===== src/rtl/core/rmsd_pkg.sv =====
// Package for the block RMS downsampler: payload structs, queue entry,
// back-end state codes and fixed widths. No dependencies.
package rmsd_pkg;

   // Fixed datapath widths
   localparam int SUM_W       = 60;
   localparam int SQUARE_W    = 48;
   localparam int COUNT_W     = 17;
   localparam int IDX_W       = 10;
   localparam int ROOT_W      = 30;
   localparam int DIV_STEPS   = 60;
   localparam int SQRT_STEPS  = 30;
   localparam int STEP_W      = 6;
   localparam int QUEUE_DEPTH = 4;
   localparam int MAX_CELL_ROWS = 4096;

   localparam logic [SUM_W-1:0] SUM_LIMIT = {SUM_W{1'b1}};
   localparam logic [23:0]      VALUE_MAX = 24'hFFFFFF;

   // Configuration register indexes
   localparam logic [2:0] CSR_COLS_PER_BLOCK   = 3'd0;
   localparam logic [2:0] CSR_ROWS_PER_BLOCK   = 3'd1;
   localparam logic [2:0] CSR_CELLS_PER_ROW    = 3'd2;
   localparam logic [2:0] CSR_CELLS_PER_COLUMN = 3'd3;

   typedef struct packed {
      logic [7:0] red;
      logic [7:0] green;
      logic [7:0] blue;
   } rmsd_req_type;

   typedef struct packed {
      logic [23:0] cell_value;
      logic [5:0]  cell_column;
      logic        row_done;
      logic        frame_done;
   } rmsd_rsp_type;

   // One classified pixel handed from front to back
   typedef struct packed {
      logic [SQUARE_W-1:0] square;
      logic [COUNT_W-1:0]  count;
      logic [IDX_W-1:0]    idx;
      logic                emit;
      logic                row_done;
      logic                frame_done;
   } rmsd_job_type;

   typedef enum logic [2:0] {
      S_IDLE,
      S_ACC,
      S_DIV,
      S_SQRT,
      S_OUT
   } rmsd_state_type;

endpackage


===== src/rtl/core/rmsd_queue.sv =====
// Short queue of classified pixels between front and back end.
// Depends on rmsd_pkg.
module rmsd_queue (
   input  logic                  clock,
   input  logic                  reset,
   input  logic                  in_valid,
   output logic                  in_ready,
   input  rmsd_pkg::rmsd_job_type in_data,
   output logic                  out_valid,
   input  logic                  out_ready,
   output rmsd_pkg::rmsd_job_type out_data
);
   import rmsd_pkg::*;

   localparam int PTR_W = $clog2(QUEUE_DEPTH);

   rmsd_job_type           slot_ff [QUEUE_DEPTH];
   logic [PTR_W-1:0]       wr_ff, rd_ff;
   logic [PTR_W:0]         cnt_ff, cnt_in;
   logic                   push, pop;

   assign in_ready  = cnt_ff != (PTR_W+1)'(QUEUE_DEPTH);
   assign out_valid = cnt_ff != '0;
   assign push      = in_valid && in_ready;
   assign pop       = out_valid && out_ready;
   assign out_data  = slot_ff[rd_ff];

   always_comb begin
      cnt_in = cnt_ff;
      if (push && !pop) cnt_in = cnt_ff + (PTR_W+1)'(1);
      else if (pop && !push) cnt_in = cnt_ff - (PTR_W+1)'(1);
   end

   // Advance pointers and count
   always_ff @(posedge clock) begin
      if (reset) begin
         wr_ff  <= '0;
         rd_ff  <= '0;
         cnt_ff <= '0;
      end else begin
         cnt_ff <= cnt_in;
         if (push) wr_ff <= wr_ff + PTR_W'(1);
         if (pop)  rd_ff <= rd_ff + PTR_W'(1);
      end
   end

   always_ff @(posedge clock) begin
      if (push) slot_ff[wr_ff] <= in_data;
   end

endmodule


===== config.mk =====
export PLATFORM = sky130hd
export DESIGN_NAME = rmsd_queue
export DESIGN_NICKNAME = d
export VERILOG_FILES = /design/src/rtl/core/rmsd_pkg.sv /design/src/rtl/core/rmsd_queue.sv
export SDC_FILE = /design/constraint.sdc
export NUM_CORES = 1
export LEC_CHECK = 0
export ABC_AREA = 1
export BUFFER_PORTS_ARGS = -buffer_cell sky130_fd_sc_hd__clkbuf_2
export CAP_MARGIN = 20
export CORE_ASPECT_RATIO = 0.9
export CORE_MARGIN = 4
export CORE_UTILIZATION = 64
export CTS_BUF_LIST = sky130_fd_sc_hd__clkbuf_4 sky130_fd_sc_hd__clkbuf_8
export DETAILED_ROUTE_END_ITERATION = 7
export PLACE_DENSITY_LB_ADDON = 0.12
export SYNTH_ARGS = -nofsm -noshare
export SYNTH_HDL_FRONTEND = slang
export SYNTH_SLANG_ARGS = --single-unit

===== constraint.sdc =====
create_clock -name clock -period 10.8 [get_ports clock]
set_input_delay 0.54 -clock clock [delete_from_list [all_inputs] [get_ports clock]]
set_output_delay 0.54 -clock clock [all_outputs]
set_load 0.03 [all_outputs]

; Word-level counts from Yosys, hierarchy flattened
; Memory sizes are Yosys's and may differ from the RTL's. A register that Yosys moved wholly into a read port is not among the register bits.
; Index checks and enable logic that the tools add are counted.
[word_totals]
ff_bits = 7
mem_bits_rw = 312
out_inout_bits = 80
wordCells = 23
mem_count = 1
[op_classes]
add_sub_neg = 4
n_eq_ne = 1
mux = 6
n_reduce_logical = 8
[memory_table]
columns = name, words, width, read_ports, rd_ports_with_merged_regs, write_ports, line
row1 = slot_ff, 4, 78, 1, 1, 1, rmsd_queue.sv:17  ; rmsd_job_type slot_ff [QUEUE_DEPTH];
[op_table]
columns = cell, count
row1 = $mux W3, 2
row2 = $add A2 B1 Y2 const B, 2
row3 = $logic_and A1 B1 Y1, 4
row4 = $mux W2, 2
row5 = $add A3 B1 Y3 const B, 1
row6 = $ne A3 B3 Y1 const B, 1
row7 = $reduce_bool A3 Y1, 1
row8 = $sub A3 B1 Y3 const B, 1
row9 = $logic_not A1 Y1, 2
row10 = $mux W1, 2
row11 = $reduce_bool A2 Y1, 1

; Logic depth before layout (Yosys ltp)
[depth]
ltp_word = 6
mapped_depth = 13

; Worst setup path after synthesis
; No wires, ideal clock.
[synth_path]
path_kind = register to register
startpoint = register cnt_ff[0]
endpoint = memory slot_ff[0][0] (netlist bit) (enable)
setup_ns = 0.515
arrival_ns = 4.162
slack_ns = 6.123
path_stages_with_launch = 5
path_buffers = 0
synth_period_minus_slack_ns = 4.677
path_cell_list = dfxtp_1 nor2_1 nand2_1 nand2_1 nor2_1
[synth_between]
elab_chain_cells = 4
[synth_rtl]
columns = element, line
row1 = from (decl), rmsd_queue.sv:19  ; logic [PTR_W:0] cnt_ff, cnt_in;
row2 = from (signal assigned), rmsd_queue.sv:41  ; cnt_ff <= cnt_in;
row3 = $ne A3 B3 Y1, rmsd_queue.sv:22  ; assign in_ready = cnt_ff != (PTR_W+1)'(QUEUE_DEPTH);
row4 = named net in_ready, rmsd_queue.sv:7  ; output logic in_ready,
row5 = $logic_and A1 B1 Y1, rmsd_queue.sv:24  ; assign push = in_valid && in_ready;
row6 = $mux W1, rmsd_queue.sv:48  ; if (push) slot_ff[wr_ff] <= in_data;
row7 = $mux W1 (implied by the code), rmsd_queue.sv:48
row8 = to (decl), rmsd_queue.sv:17
; The timed path passes the listed nets, and every way through them passes these cells.

==> results by stage <==
Worst hold path:
- The worst min-delay path class is primary input to flop.
- Along the worst hold path, the cell count comes to 1.

Worst setup path:
- The cell count of the worst reg-to-reg path is 5.
- The setup path with the least slack is of type flop to primary output.
- The required time of the critical path is 10.26 ns.
- The endpoint type of the worst setup path is a primary output.
- The kind of start point of the critical path is a flop.
- In this run the register-to-register setup slack is 7.98 ns.
- For the worst setup path, the data arrival time is 3.17 ns.
- Of all nets on the critical path, the largest fanout is 79.

Clocking:
- The clock tree root driver cell is clkbuf_8.
- The post-CTS setup buffer count is 0.
- The hold-fix buffer count after cts is 0.
- Clock latency on the worst-skew pair, taken at its later pin, is 0.53 ns.
- The count of instances resized after the clock tree is built is 0.
- The maximum level of the CTS H-tree is 2.
- The TritonCTS clock tree is yes.
- The clock slew at the register clock pins of the worst setup and hold paths is 0.06 ns.
- The maximum number of buffers from clock root to sink is 3.
- The CTS buffer count is 49.
- The clock sink count is 321.

Power:
- The completed layout was analyzed and its total power is 3.48 mW.
- The power density over the cells is 250 nW/µm².
- The cell leakage power is 4.98 nW.
- The worst-case vdd ir drop is 0.000215 V.

Floorplan:
- The floorplan die height is 138 µm.
- Pin placement for this block handled 162 I/O pins.
- The placeable core region is 18,500 µm².
- The starting density of the core is 65.3%.
- The die covers 21,100 µm².
- The die outline width is 153 µm.
- After floorplanning, the core was divided into 47 placement rows.

Timing:
- The final count of pins violating max slew is 0.
- The actual transition at the worst max-transition pin is 0.950 ns.
- Between clock sinks in the finished design, the worst skew comes to 0.00702 ns.
- Derived from the worst setup path, the maximum achievable clock frequency is 270 MHz.
- Setup repair after global routing left no endpoint under its margin.
- The portion of the clock cycle consumed by the worst path in the final layout is 34.4%.
- The relative slew slack is 36.5%.
- In the final timing run, aggregate negative setup slack is 0 ns.
- Setup violations remaining at the end of the flow were counted as 0.
- The minimum period implied by the final worst setup slack is 3.71 ns.
- The final count of hold timing violations was 0.

Final layout:
- In the final design database the tool counted 1,084 nets.
- In the final layout, the share of cells above drive strength 1 is 24.9%.
- Compared with the post-synthesis result, the final layout area differs by 15.4%.
- After filler insertion, the fill cell instance count of the layout stands at 1,146.
- The number of diodes is 0.
- The area of all placed cells without fillers is 13,900 µm².

Synthesis:
- After synthesis, the largest family of logic cells by area is compound AO/OA/AOI/OAI gates.
- The number of distinct library cells after synthesis is 21.
- The number of nets in the synthesized netlist is 910.
- The post-synthesis share of cell area spent on and, or, nand and nor gates is 5.99%.
- Multiplexer cells account for 0% of the synthesized area.
- The sequential share of the synthesized area is 79.2%.
- The synthesized netlist cell count is 822.
- The Yosys warning count is 0.
- The synthesized design contains 321 register bits.
- After Yosys synthesis, full adders, half adders and majority gates account for 0.685% of the synthesized area.
- Of the total synthesized cell area, the portion taken by XOR and XNOR cells is 0.0727%.
- In this run the cell area of the synthesized design comes to 12,100 µm².
- The synthesized area per cell is 14.7 µm².
- The complex-gate fraction of the synthesized area is 10.7%.

Route:
- The post-detailed-route count of antenna-violating nets is 0.
- The number of DRC markers in iteration 0 is 496.
- The routed design has 25,200 µm of wire.
- Using the TritonRoute via totals, the vias-per-cell ratio works out to 5.86.
- Summing over every cut layer, the via total after detailed routing is 7,462.
- Dividing the detail-routed wire length by the instance count gives 19.7 µm.
- The pre-antenna-repair detailed-routing pass consisted of 5 iterations.
- For this run, design rule violations remaining after detail routing come to 0.

Placed design:
- The weighted congestion reported at the end of routability-driven placement is 0.776.
- The post-detailed-placement half-perimeter wirelength is 14,300 µm.
- In this run the cell area measured after placement is 12,900 µm².
- The count of buffers added on input and output ports is 161.

Global route:
- Summed over all layers, the global routing overflow is 0.
- Entering global routing, the biggest net connects 111 pins.
- The number of antenna violations at the first check in global routing is 0.
- The first global-routing pass estimated 39,100 µm of wire.
- The via count of the first global-routing pass is 7,562.
- The global-route total usage across every layer is 23.3%.

Outcome:
- The run finished with clean final reports.

Flow run:
- The number of max-capacitance violations reported is 0.
==> per-layer routing <==
metal / wire length (µm) / up-vias / global-route usage [%]
li1: - / 3445 / -
met1: 10100 / 3711 / 29.5
met2: 12800 / 273 / 40.5
met3: 1900 / 33 / 6.00
met4: 413 / 0 / 6.19
met5: 0 / - / 0
==> synthesized netlist by cell type (all sizes together) <==
| cell type | count | area [µm²] |
|---|---|---|
| inv | 16 | 62.6 |
| xor2 | 1 | 8.76 |
| a21oi | 3 | 15.0 |
| nand2 | 15 | 56.3 |
| o21ai | 157 | 786 |
| ha | 5 | 62.6 |
| edfxtp | 312 | 9370 |
| nand3 | 4 | 20.0 |
| fa | 1 | 20.0 |
| nand3b | 1 | 7.51 |
| nor2 | 170 | 638 |
| o22ai | 78 | 488 |
| dfxtp | 9 | 180 |
| clkbuf | 19 | 77.6 |
| buf | 31 | 262 |
==> final cells by class <==
type,instances,area [µm²],area share (%)
Tap cell,245,307,2.20
Clock buffer,70,838,6.03
Clock inverter,14,58.8,0.423
Inverter,16,62.6,0.450
Timing Repair Buffer,173,961,6.91
Multi-Input combinational cell,435,2130,15.3
Sequential cell,321,9550,68.7
==> power by group <==
part           total [mW]  switching (mW)  internal [mW]  leakage (nW)
Combinational       0.992           0.739          0.254          1.56
Sequential           1.58          0.0620           1.52          2.93
Clock               0.909           0.414          0.496         0.485
Total                3.48            1.21           2.26          4.98
==> logic make-up (layout without fill, tap and decap cells) <==
group                    count (synthesis)  after routing
AO/OA/AOI/OAI                          238            238
XOR/XNOR                                 1              1
adder cells (fa/ha/maj)                  6              6
buffers and inverters                   66            273
flip-flops                             321            321
AND/OR/NAND/NOR                        190            190
==> sequential cells by signal, summed over array words and instances, names as in the netlist, named ones only <==
register / count
slot_ff: 312
wr_ff: 2
cnt_ff: 3
rd_ff: 2
==> critical path: stages, from the launching register on <==
cell	delay (ns)
dfxtp_2	0.31
buf_4	0.34
inv_2	0.52
buf_4	0.61
o21ai_0	0.23
o22ai_1	0.28
clkbuf_2	0.27
==> cell usage in the layout (no fill, tap or decap), drive strengths merged <==
cell type	netlist	routed
nand3	4	4
a21oi	3	3
buf	31	12
nand2	15	15
inv	16	16
o21ai	157	157
edfxtp	312	312
fa	1	1
clkinv	0	14
xor2	1	1
ha	5	5
dfxtp	9	9
o22ai	78	78
nand3b	1	1
clkbuf	19	231
nor2	170	170
==> per-stage QoR <==
step           setup slack [ns]  util, %  cells  hold WS, ns
2_1_floorplan              6.12        -    822        0.459
3_3_place_gp               7.60     70.0   1186        0.471
3_5_place_dp               7.36     70.1   1187        0.483
4_1_cts                    6.81     74.9   1271        0.191
5_1_grt                    6.89     75.3   1274        0.196
6_report                   7.09     75.3   1274        0.221
==> path summary, 6_finish.rpt <==
check	start	end
max	flop	out_data[65]
min	in_data[54]	slot_ff[0][54]
max reg2reg	cnt_ff[0]	slot_ff[2][15]
min reg2reg	rd_ff[1]	flop
(Power assumes the default switching activity.)
