File: config.mk
export PLATFORM = sky130hd
export DESIGN_NAME = rmsd_front
export DESIGN_NICKNAME = d
export VERILOG_FILES = /design/src/rtl/core/rmsd_pkg.sv /design/src/rtl/core/rmsd_front.sv
export SDC_FILE = /design/constraint.sdc
export NUM_CORES = 1
export LEC_CHECK = 0
export BUFFER_PORTS_ARGS = -buffer_cell sky130_fd_sc_hd__buf_2
export CAP_MARGIN = 10
export CORE_ASPECT_RATIO = 0.8
export CORE_MARGIN = 1
export CORE_UTILIZATION = 35
export DETAILED_ROUTE_END_ITERATION = 16
export MAX_ROUTING_LAYER = met4
export PLACE_DENSITY = 0.55
export SETUP_SLACK_MARGIN = 0.1
export SKIP_CTS_REPAIR_TIMING = 1
export SYNTH_ARGS = -nofsm -noshare
export SYNTH_HDL_FRONTEND = slang
export SYNTH_SLANG_ARGS = --single-unit
File: constraint.sdc
create_clock -name clock -period 8.64 [get_ports clock]
set_input_delay 0.432 -clock clock [delete_from_list [all_inputs] [get_ports clock]]
set_output_delay 0.432 -clock clock [all_outputs]
set_load 0.02 [all_outputs]
File: src/rtl/core/rmsd_pkg.sv
// Package for the block RMS downsampler: payload structs, queue entry,
// back-end state codes and fixed widths. No dependencies.
package rmsd_pkg;

   // Fixed datapath widths
   localparam int SUM_W       = 60;
   localparam int SQUARE_W    = 48;
   localparam int COUNT_W     = 17;
   localparam int IDX_W       = 10;
   localparam int ROOT_W      = 30;
   localparam int DIV_STEPS   = 60;
   localparam int SQRT_STEPS  = 30;
   localparam int STEP_W      = 6;
   localparam int QUEUE_DEPTH = 4;
   localparam int MAX_CELL_ROWS = 4096;

   localparam logic [SUM_W-1:0] SUM_LIMIT = {SUM_W{1'b1}};
   localparam logic [23:0]      VALUE_MAX = 24'hFFFFFF;

   // Configuration register indexes
   localparam logic [2:0] CSR_COLS_PER_BLOCK   = 3'd0;
   localparam logic [2:0] CSR_ROWS_PER_BLOCK   = 3'd1;
   localparam logic [2:0] CSR_CELLS_PER_ROW    = 3'd2;
   localparam logic [2:0] CSR_CELLS_PER_COLUMN = 3'd3;

   typedef struct packed {
      logic [7:0] red;
      logic [7:0] green;
      logic [7:0] blue;
   } rmsd_req_type;

   typedef struct packed {
      logic [23:0] cell_value;
      logic [5:0]  cell_column;
      logic        row_done;
      logic        frame_done;
   } rmsd_rsp_type;

   // One classified pixel handed from front to back
   typedef struct packed {
      logic [SQUARE_W-1:0] square;
      logic [COUNT_W-1:0]  count;
      logic [IDX_W-1:0]    idx;
      logic                emit;
      logic                row_done;
      logic                frame_done;
   } rmsd_job_type;

   typedef enum logic [2:0] {
      S_IDLE,
      S_ACC,
      S_DIV,
      S_SQRT,
      S_OUT
   } rmsd_state_type;

endpackage

File: src/rtl/core/rmsd_front.sv
// Front end: configuration registers, block position counters and pixel
// squaring. Depends on rmsd_pkg.
module rmsd_front #(
   parameter int MAX_CELLS_PER_ROW = 64,
   parameter int MAX_BLOCK_SIDE    = 64
) (
   input  logic                  clock,
   input  logic                  reset,
   input  logic                  csr_valid,
   output logic                  csr_ready,
   input  logic [2:0]            csr_index,
   input  logic [12:0]           csr_data,
   input  logic                  req_valid,
   output logic                  req_ready,
   input  rmsd_pkg::rmsd_req_type req_data,
   output logic                  job_valid,
   input  logic                  job_ready,
   output rmsd_pkg::rmsd_job_type job_data
);
   import rmsd_pkg::*;

   localparam int CW = (MAX_BLOCK_SIDE > 1) ? $clog2(MAX_BLOCK_SIDE) : 1;
   localparam int IW = (MAX_CELLS_PER_ROW > 1) ? $clog2(MAX_CELLS_PER_ROW) : 1;
   localparam int BW = $clog2(MAX_BLOCK_SIDE + 1);
   localparam int PW = $clog2(MAX_CELLS_PER_ROW + 1);

   logic [6:0]  cols_ff, rows_ff, cpr_ff;
   logic [12:0] cpc_ff;
   logic [CW-1:0] col_ff, col_in, row_ff, row_in;
   logic [IW-1:0] pos_ff, pos_in;
   logic [11:0]   crow_ff, crow_in;
   logic [BW-1:0] cpb, rpb;
   logic [PW-1:0] cpr;
   logic [12:0]   cpc;
   logic last_col, last_row, last_cell, last_crow, accept;
   logic [23:0] packed_px;

   assign csr_ready = 1'b1;
   assign accept    = req_valid && req_ready;
   assign req_ready = job_ready;
   assign job_valid = req_valid;

   // Write configuration registers
   always_ff @(posedge clock) begin
      if (reset) begin
         cols_ff <= 7'd2;
         rows_ff <= 7'd2;
         cpr_ff  <= 7'd1;
         cpc_ff  <= 13'd1;
      end else if (csr_valid) begin
         unique case (csr_index)
            CSR_COLS_PER_BLOCK:   cols_ff <= csr_data[6:0];
            CSR_ROWS_PER_BLOCK:   rows_ff <= csr_data[6:0];
            CSR_CELLS_PER_ROW:    cpr_ff  <= csr_data[6:0];
            CSR_CELLS_PER_COLUMN: cpc_ff  <= csr_data;
            default: ;
         endcase
      end
   end

   // Saturate registers into their ranges
   always_comb begin
      if (cols_ff == 7'd0) cpb = BW'(1);
      else if (32'(cols_ff) > MAX_BLOCK_SIDE) cpb = BW'(MAX_BLOCK_SIDE);
      else cpb = BW'(cols_ff);
      if (rows_ff == 7'd0) rpb = BW'(1);
      else if (32'(rows_ff) > MAX_BLOCK_SIDE) rpb = BW'(MAX_BLOCK_SIDE);
      else rpb = BW'(rows_ff);
      if (cpr_ff == 7'd0) cpr = PW'(1);
      else if (32'(cpr_ff) > MAX_CELLS_PER_ROW) cpr = PW'(MAX_CELLS_PER_ROW);
      else cpr = PW'(cpr_ff);
      if (cpc_ff == 13'd0) cpc = 13'd1;
      else if (32'(cpc_ff) > MAX_CELL_ROWS) cpc = 13'(MAX_CELL_ROWS);
      else cpc = cpc_ff;
   end

   // Classify the pixel position
   assign last_col  = (32'(col_ff) + 32'd1) >= 32'(cpb);
   assign last_row  = (32'(row_ff) + 32'd1) >= 32'(rpb);
   assign last_cell = (32'(pos_ff) + 32'd1) >= 32'(cpr);
   assign last_crow = (32'(crow_ff) + 32'd1) >= 32'(cpc);

   // Advance the position counters
   always_comb begin
      col_in  = col_ff;
      row_in  = row_ff;
      pos_in  = pos_ff;
      crow_in = crow_ff;
      if (!last_col) begin
         col_in = col_ff + CW'(1);
      end else begin
         col_in = '0;
         if (!last_cell) begin
            pos_in = pos_ff + IW'(1);
         end else begin
            pos_in = '0;
            if (!last_row) begin
               row_in = row_ff + CW'(1);
            end else begin
               row_in  = '0;
               crow_in = last_crow ? 12'd0 : crow_ff + 12'd1;
            end
         end
      end
   end

   always_ff @(posedge clock) begin
      if (reset) begin
         col_ff  <= '0;
         row_ff  <= '0;
         pos_ff  <= '0;
         crow_ff <= '0;
      end else if (accept) begin
         col_ff  <= col_in;
         row_ff  <= row_in;
         pos_ff  <= pos_in;
         crow_ff <= crow_in;
      end
   end

   // Build the queue entry
   assign packed_px = {req_data.red, req_data.green, req_data.blue};

   always_comb begin
      job_data.square     = SQUARE_W'(packed_px) * SQUARE_W'(packed_px);
      job_data.count      = COUNT_W'(32'(cpb) * 32'(rpb));
      job_data.idx        = IDX_W'(pos_ff);
      job_data.emit       = last_col && last_row;
      job_data.row_done   = last_cell;
      job_data.frame_done = last_cell && last_crow;
   end

endmodule

== Word-level counts from Yosys, hierarchy flattened ==
Index checks and enable logic that the tools add are counted.

* Logic and storage cells: 56
* Bits of input ports: 45
* Bits in registers: 64
* Output and inout port bits: 81

* $mul: 2
* Magnitude comparators: 8
* Eq/ne operators: 3
* Add/sub/neg operators: 8
* Mux-type cells: 12
* Reductions and logical operators: 15

{| class="wikitable"
|+ Operators with widths
! kind !! number
|-
| multiplier 24 x 24 -> 48 bit || 1
|-
| two-way mux 7 bit || 6
|-
| two-way mux 13 bit || 2
|-
| adder 6 x 1 -> 7 bit, second input constant || 3
|-
| >= comparator 7 bit || 3
|-
| greater-than comparator 7 bit, second input constant || 3
|-
| logical NOT 7 bit || 3
|-
| adder 6 x 1 -> 6 bit, second input constant || 3
|-
| two-way mux 6 bit || 3
|-
| multiplier 7 x 7 -> 14 bit || 1
|-
| adder 12 x 1 -> 13 bit, second input constant || 1
|-
| >= comparator 13 bit || 1
|-
| greater-than comparator 13 bit, second input constant || 1
|-
| logical NOT 13 bit || 1
|-
| adder 12 x 1 -> 12 bit, second input constant || 1
|-
| two-way mux 12 bit || 1
|-
| AND reduction 2 bit || 5
|-
| equality test 3 x 2 -> 1 bit, second input constant || 2
|-
| AND reduction 4 bit || 1
|-
| equality test 3 x 1 -> 1 bit, second input constant || 1
|-
| logical AND 1 bit || 3
|-
| logical NOT 3 bit || 1
|-
| AND reduction 3 bit || 1
|}

== Logic depth before layout (Yosys ltp) ==
* Depth after elaboration: 5
* Gate-level depth with buffers: 29
* Depth with buffers taken out: 27

== Worst setup path before layout ==
Ideal clock, no wire load.

* Kind: in2out
* Start: in req_data[15] (netlist bit)
* End: out job_data[76] (netlist bit)
* Path buffers: 3
* Arrival time: 7.108 ns
* Slack: 1.100 ns
* Stages on the path: 25
* Cell sequence: clkbuf_1 > clkbuf_1 > nand2_1 > fa_1 > inv_1 > fa_1 > inv_1 > fa_1 > fa_1 > inv_1 > fa_1 > fa_1 > inv_1 > fa_1 > inv_1 > ha_1 > clkbuf_1 > and4_1 > a21oi_1 > or3_1 > a31oi_1 > a221oi_2 > o21ai_0 > o221ai_1 > xnor2_1

{| class="wikitable"
|+ RTL lines
! element !! RTL line !! text
|-
| start, declared || rmsd_front.sv:15 || <nowiki>input rmsd_pkg::rmsd_req_type req_data,</nowiki>
|-
| end, declared || rmsd_front.sv:18 || <nowiki>output rmsd_pkg::rmsd_job_type job_data</nowiki>
|}

==> flow_metrics.tcl <==
set metrics [dict create \
    cp.required_ps 8210 \
    cp_max_fo 17 \
    ys_ff_latch 64 \
    worstPathArrival_ps 7670 \
    vias 15774 \
    avgViaCountPerCell 4.75 \
    slew_viol_final 0 \
    grt_max_degree 48 \
    syn_area_per_cell_um2 8.83 \
    fin_nets 3230 \
    multi_input_area_um2 17600 \
    crit_path_start_kind "primary input" \
    synthFlopType "dfxtp_1" \
    grt_pass1_wl_mm 91.1 \
    fmax_ghz 0.123 \
    yosysTopAreaCell "fa_1" \
    clk_latency_ps 320 \
    synth_cell_types 72 \
    hold_viol 0 \
    synth_top_cells_by_count "627 x inv_1, 446 x fa_1, 258 x nand2_1" \
    drv_cap 0 \
    die_x_um 279 \
    placed_area_um2 22900 \
    yosys-top-cells-area "fa_1 41%, ha_1 14%, inv_1 11%, dfxtp_1 5.9%, nand2_1 4.5%" \
    ys_seq_area_share_pct 5.95 \
    seqCellArea_um2 1280 \
    die-area_um2 62500 \
    clk_pin_slew_ps 50 \
    numCtsBuffers 9 \
    syn_inst 2438 \
    grt_use_total_pct 18.8 \
    core_um2 60300 \
    fin_crit_sh_pct 93.8 \
    synth.most_common_cell "inv_1" \
    htreeDepth 3 \
    grt_pass1_vias 17113 \
    clock_sinks 64 \
    crit_path_end_kind "output port" \
    drt-initial-drc-count 905 \
    clockBufferDepth 2 \
    final_area_um2 23200 \
    row_count 80 \
    synth-async-reset-ratio_pct 0 \
    num_io_pins 126 \
    finClkSkew_ps 5.15 \
    whs_ps 352 \
    gp_congestion 0.897 \
    critPathKind "primary input to output port" \
    outcome "completed" \
    wl_mm 54.7 \
    cts_tree "built" \
    netlist_area_um2 21500 \
    tightest_slew_ps 1060 \
    port_buffers 116 \
    drive_above_1_share_pct 6.60 \
    rsz0062_at_grt "false" \
    setup_viol 0 \
    finalCriticalPeriod_ps 8110 \
    ant_nets 0 \
    synth_edf_count 0 \
    start_util_pct 35.7 \
    netlist.area_leader.share_pct 41.5 \
    die_h_um 224 \
    root_buffer "clkbuf_16" \
    ys_warn_count 0 \
    hold_class "primary input to flop" \
    post_drt_wl_per_cell_um 16.5 \
    firstDrtPassIters 5 \
    antenna_found_initial 0 \
    area_delta_synth_final_pct 7.82 \
    fillerInstances 6196 \
    relSlewSlack_pct 29.0 \
    gr-total-overflow 0 \
    drc 0 \
    dp_hpwl_mm 47.1 \
]
## state kept, by name, indices dropped and copies added, names as in the netlist
| name | flops |
|---|---|
| col_ff | 6 |
| cols_ff | 7 |
| cpc_ff | 13 |
| cpr_ff | 7 |
| crow_ff | 12 |
| pos_ff | 6 |
| row_ff | 6 |
| rows_ff | 7 |
## metrics by stage
stage | cells | worst slack, ps | utilization (%) | setup TNS (ps)
final | 3320 | 533 | 38.5 | 0
after global routing | 3319 | 176 | 38.5 | 0
after CTS | 3316 | -121 | 38.4 | -218
after detailed placement | 3300 | -112 | 37.9 | -190
after global placement | 3300 | -125 | 37.9 | -170
after floorplan | 2445 | 1100 | - | 0
## worst paths after layout
| path | startpoint | endpoint | slack [ps] | depth (start not counted) |
|---|---|---|---|---|
| setup / recovery | req_data[18] | job_data[74] | 530 | 25 |
| hold reg to reg | col_ff[1] | col_ff[1] | 470 | 2 |
| hold / removal | csr_data[11] | cpc_ff[11] | 350 | 3 |
| setup reg to reg | cols_ff[6] | crow_ff[2] | 4380 | 13 |
## cell usage in the layout (no fill, tap or decap), types with 4 or more instances in the layout
| master | Yosys | routed |
|---|---|---|
| fa_1 | 446 | 446 |
| xnor2_1 | 64 | 64 |
| inv_1 | 627 | 626 |
| o21a_1 | 10 | 10 |
| nor2_1 | 128 | 128 |
| nand4_1 | 11 | 11 |
| nand3_1 | 23 | 22 |
| clkbuf_16 | 0 | 9 |
| o21ai_1 | 4 | 4 |
| clkbuf_4 | 0 | 14 |
| nand2_1 | 258 | 258 |
| nor2b_1 | 26 | 26 |
| o22ai_1 | 10 | 10 |
| dfxtp_1 | 64 | 64 |
| xor2_1 | 31 | 31 |
| buf_4 | 13 | 11 |
| mux2i_1 | 23 | 23 |
| and2_1 | 110 | 110 |
| buf_2 | 1 | 102 |
| a211oi_1 | 4 | 4 |
| nor4_1 | 6 | 5 |
| a21o_1 | 47 | 47 |
| and3_1 | 10 | 10 |
| o21bai_1 | 9 | 9 |
| o21ai_0 | 28 | 27 |
| a21oi_1 | 67 | 67 |
| a31oi_1 | 9 | 9 |
| or3_1 | 6 | 6 |
| conb_1 | 2 | 9 |
| ha_1 | 245 | 244 |
| nor3_1 | 10 | 10 |
| nand2b_1 | 8 | 8 |
| o211ai_1 | 8 | 8 |
## final cells by class
class | instances | share of cell area [%]
antenna | 1 | 0.0108
clock buffer | 12 | 1.02
clock inverter | 4 | 0.194
inverter | 628 | 10.2
multi-input combinational | 1663 | 75.6
sequential | 64 | 5.52
tap | 820 | 4.42
timing repair buffer | 128 | 3.03
## logic make-up after synthesis
kind of cell,after synthesis,share of synthesized area [%]
AO/OA/AOI/OAI,230,7.30
other,2,0.0349
adder cells (fa/ha/maj),691,55.7
XOR/XNOR,95,3.86
AND/OR/NAND/NOR,614,13.3
flip-flops,64,5.95
multiplexers,24,1.12
buffers and inverters,718,12.7
## critical path, stage by stage
cell and delay (ps):
buf_2 330, nand2_1 200, fa_1 560, inv_1 50, fa_1 500, fa_1 560, inv_1 60, fa_1 500
inv_1 60, fa_1 480, fa_1 490, inv_1 50, fa_1 470, inv_1 40, ha_1 390, and4_1 310
a21oi_1 350, or3_1 320, a31oi_1 150, buf_4 200, a221oi_4 350, o21ai_1 180, a221oi_1 310, xnor2_1 160
buf_2 190
## routing by layer
metal | routed length (um) | share of wire, % | global-route usage (%) | up-vias
met5 | 0 | 0 | - | -
met4 | 605 | 1.1 | 2.20 | 0
met3 | 2950 | 5.4 | 3.09 | 36
met2 | 24500 | 45 | 28.8 | 372
met1 | 26700 | 49 | 26.9 | 7928
li1 | - | - | - | 7438
Power is not shown: default switching activity piles up to over one toggle a cycle in this logic, so the estimate is an artifact.
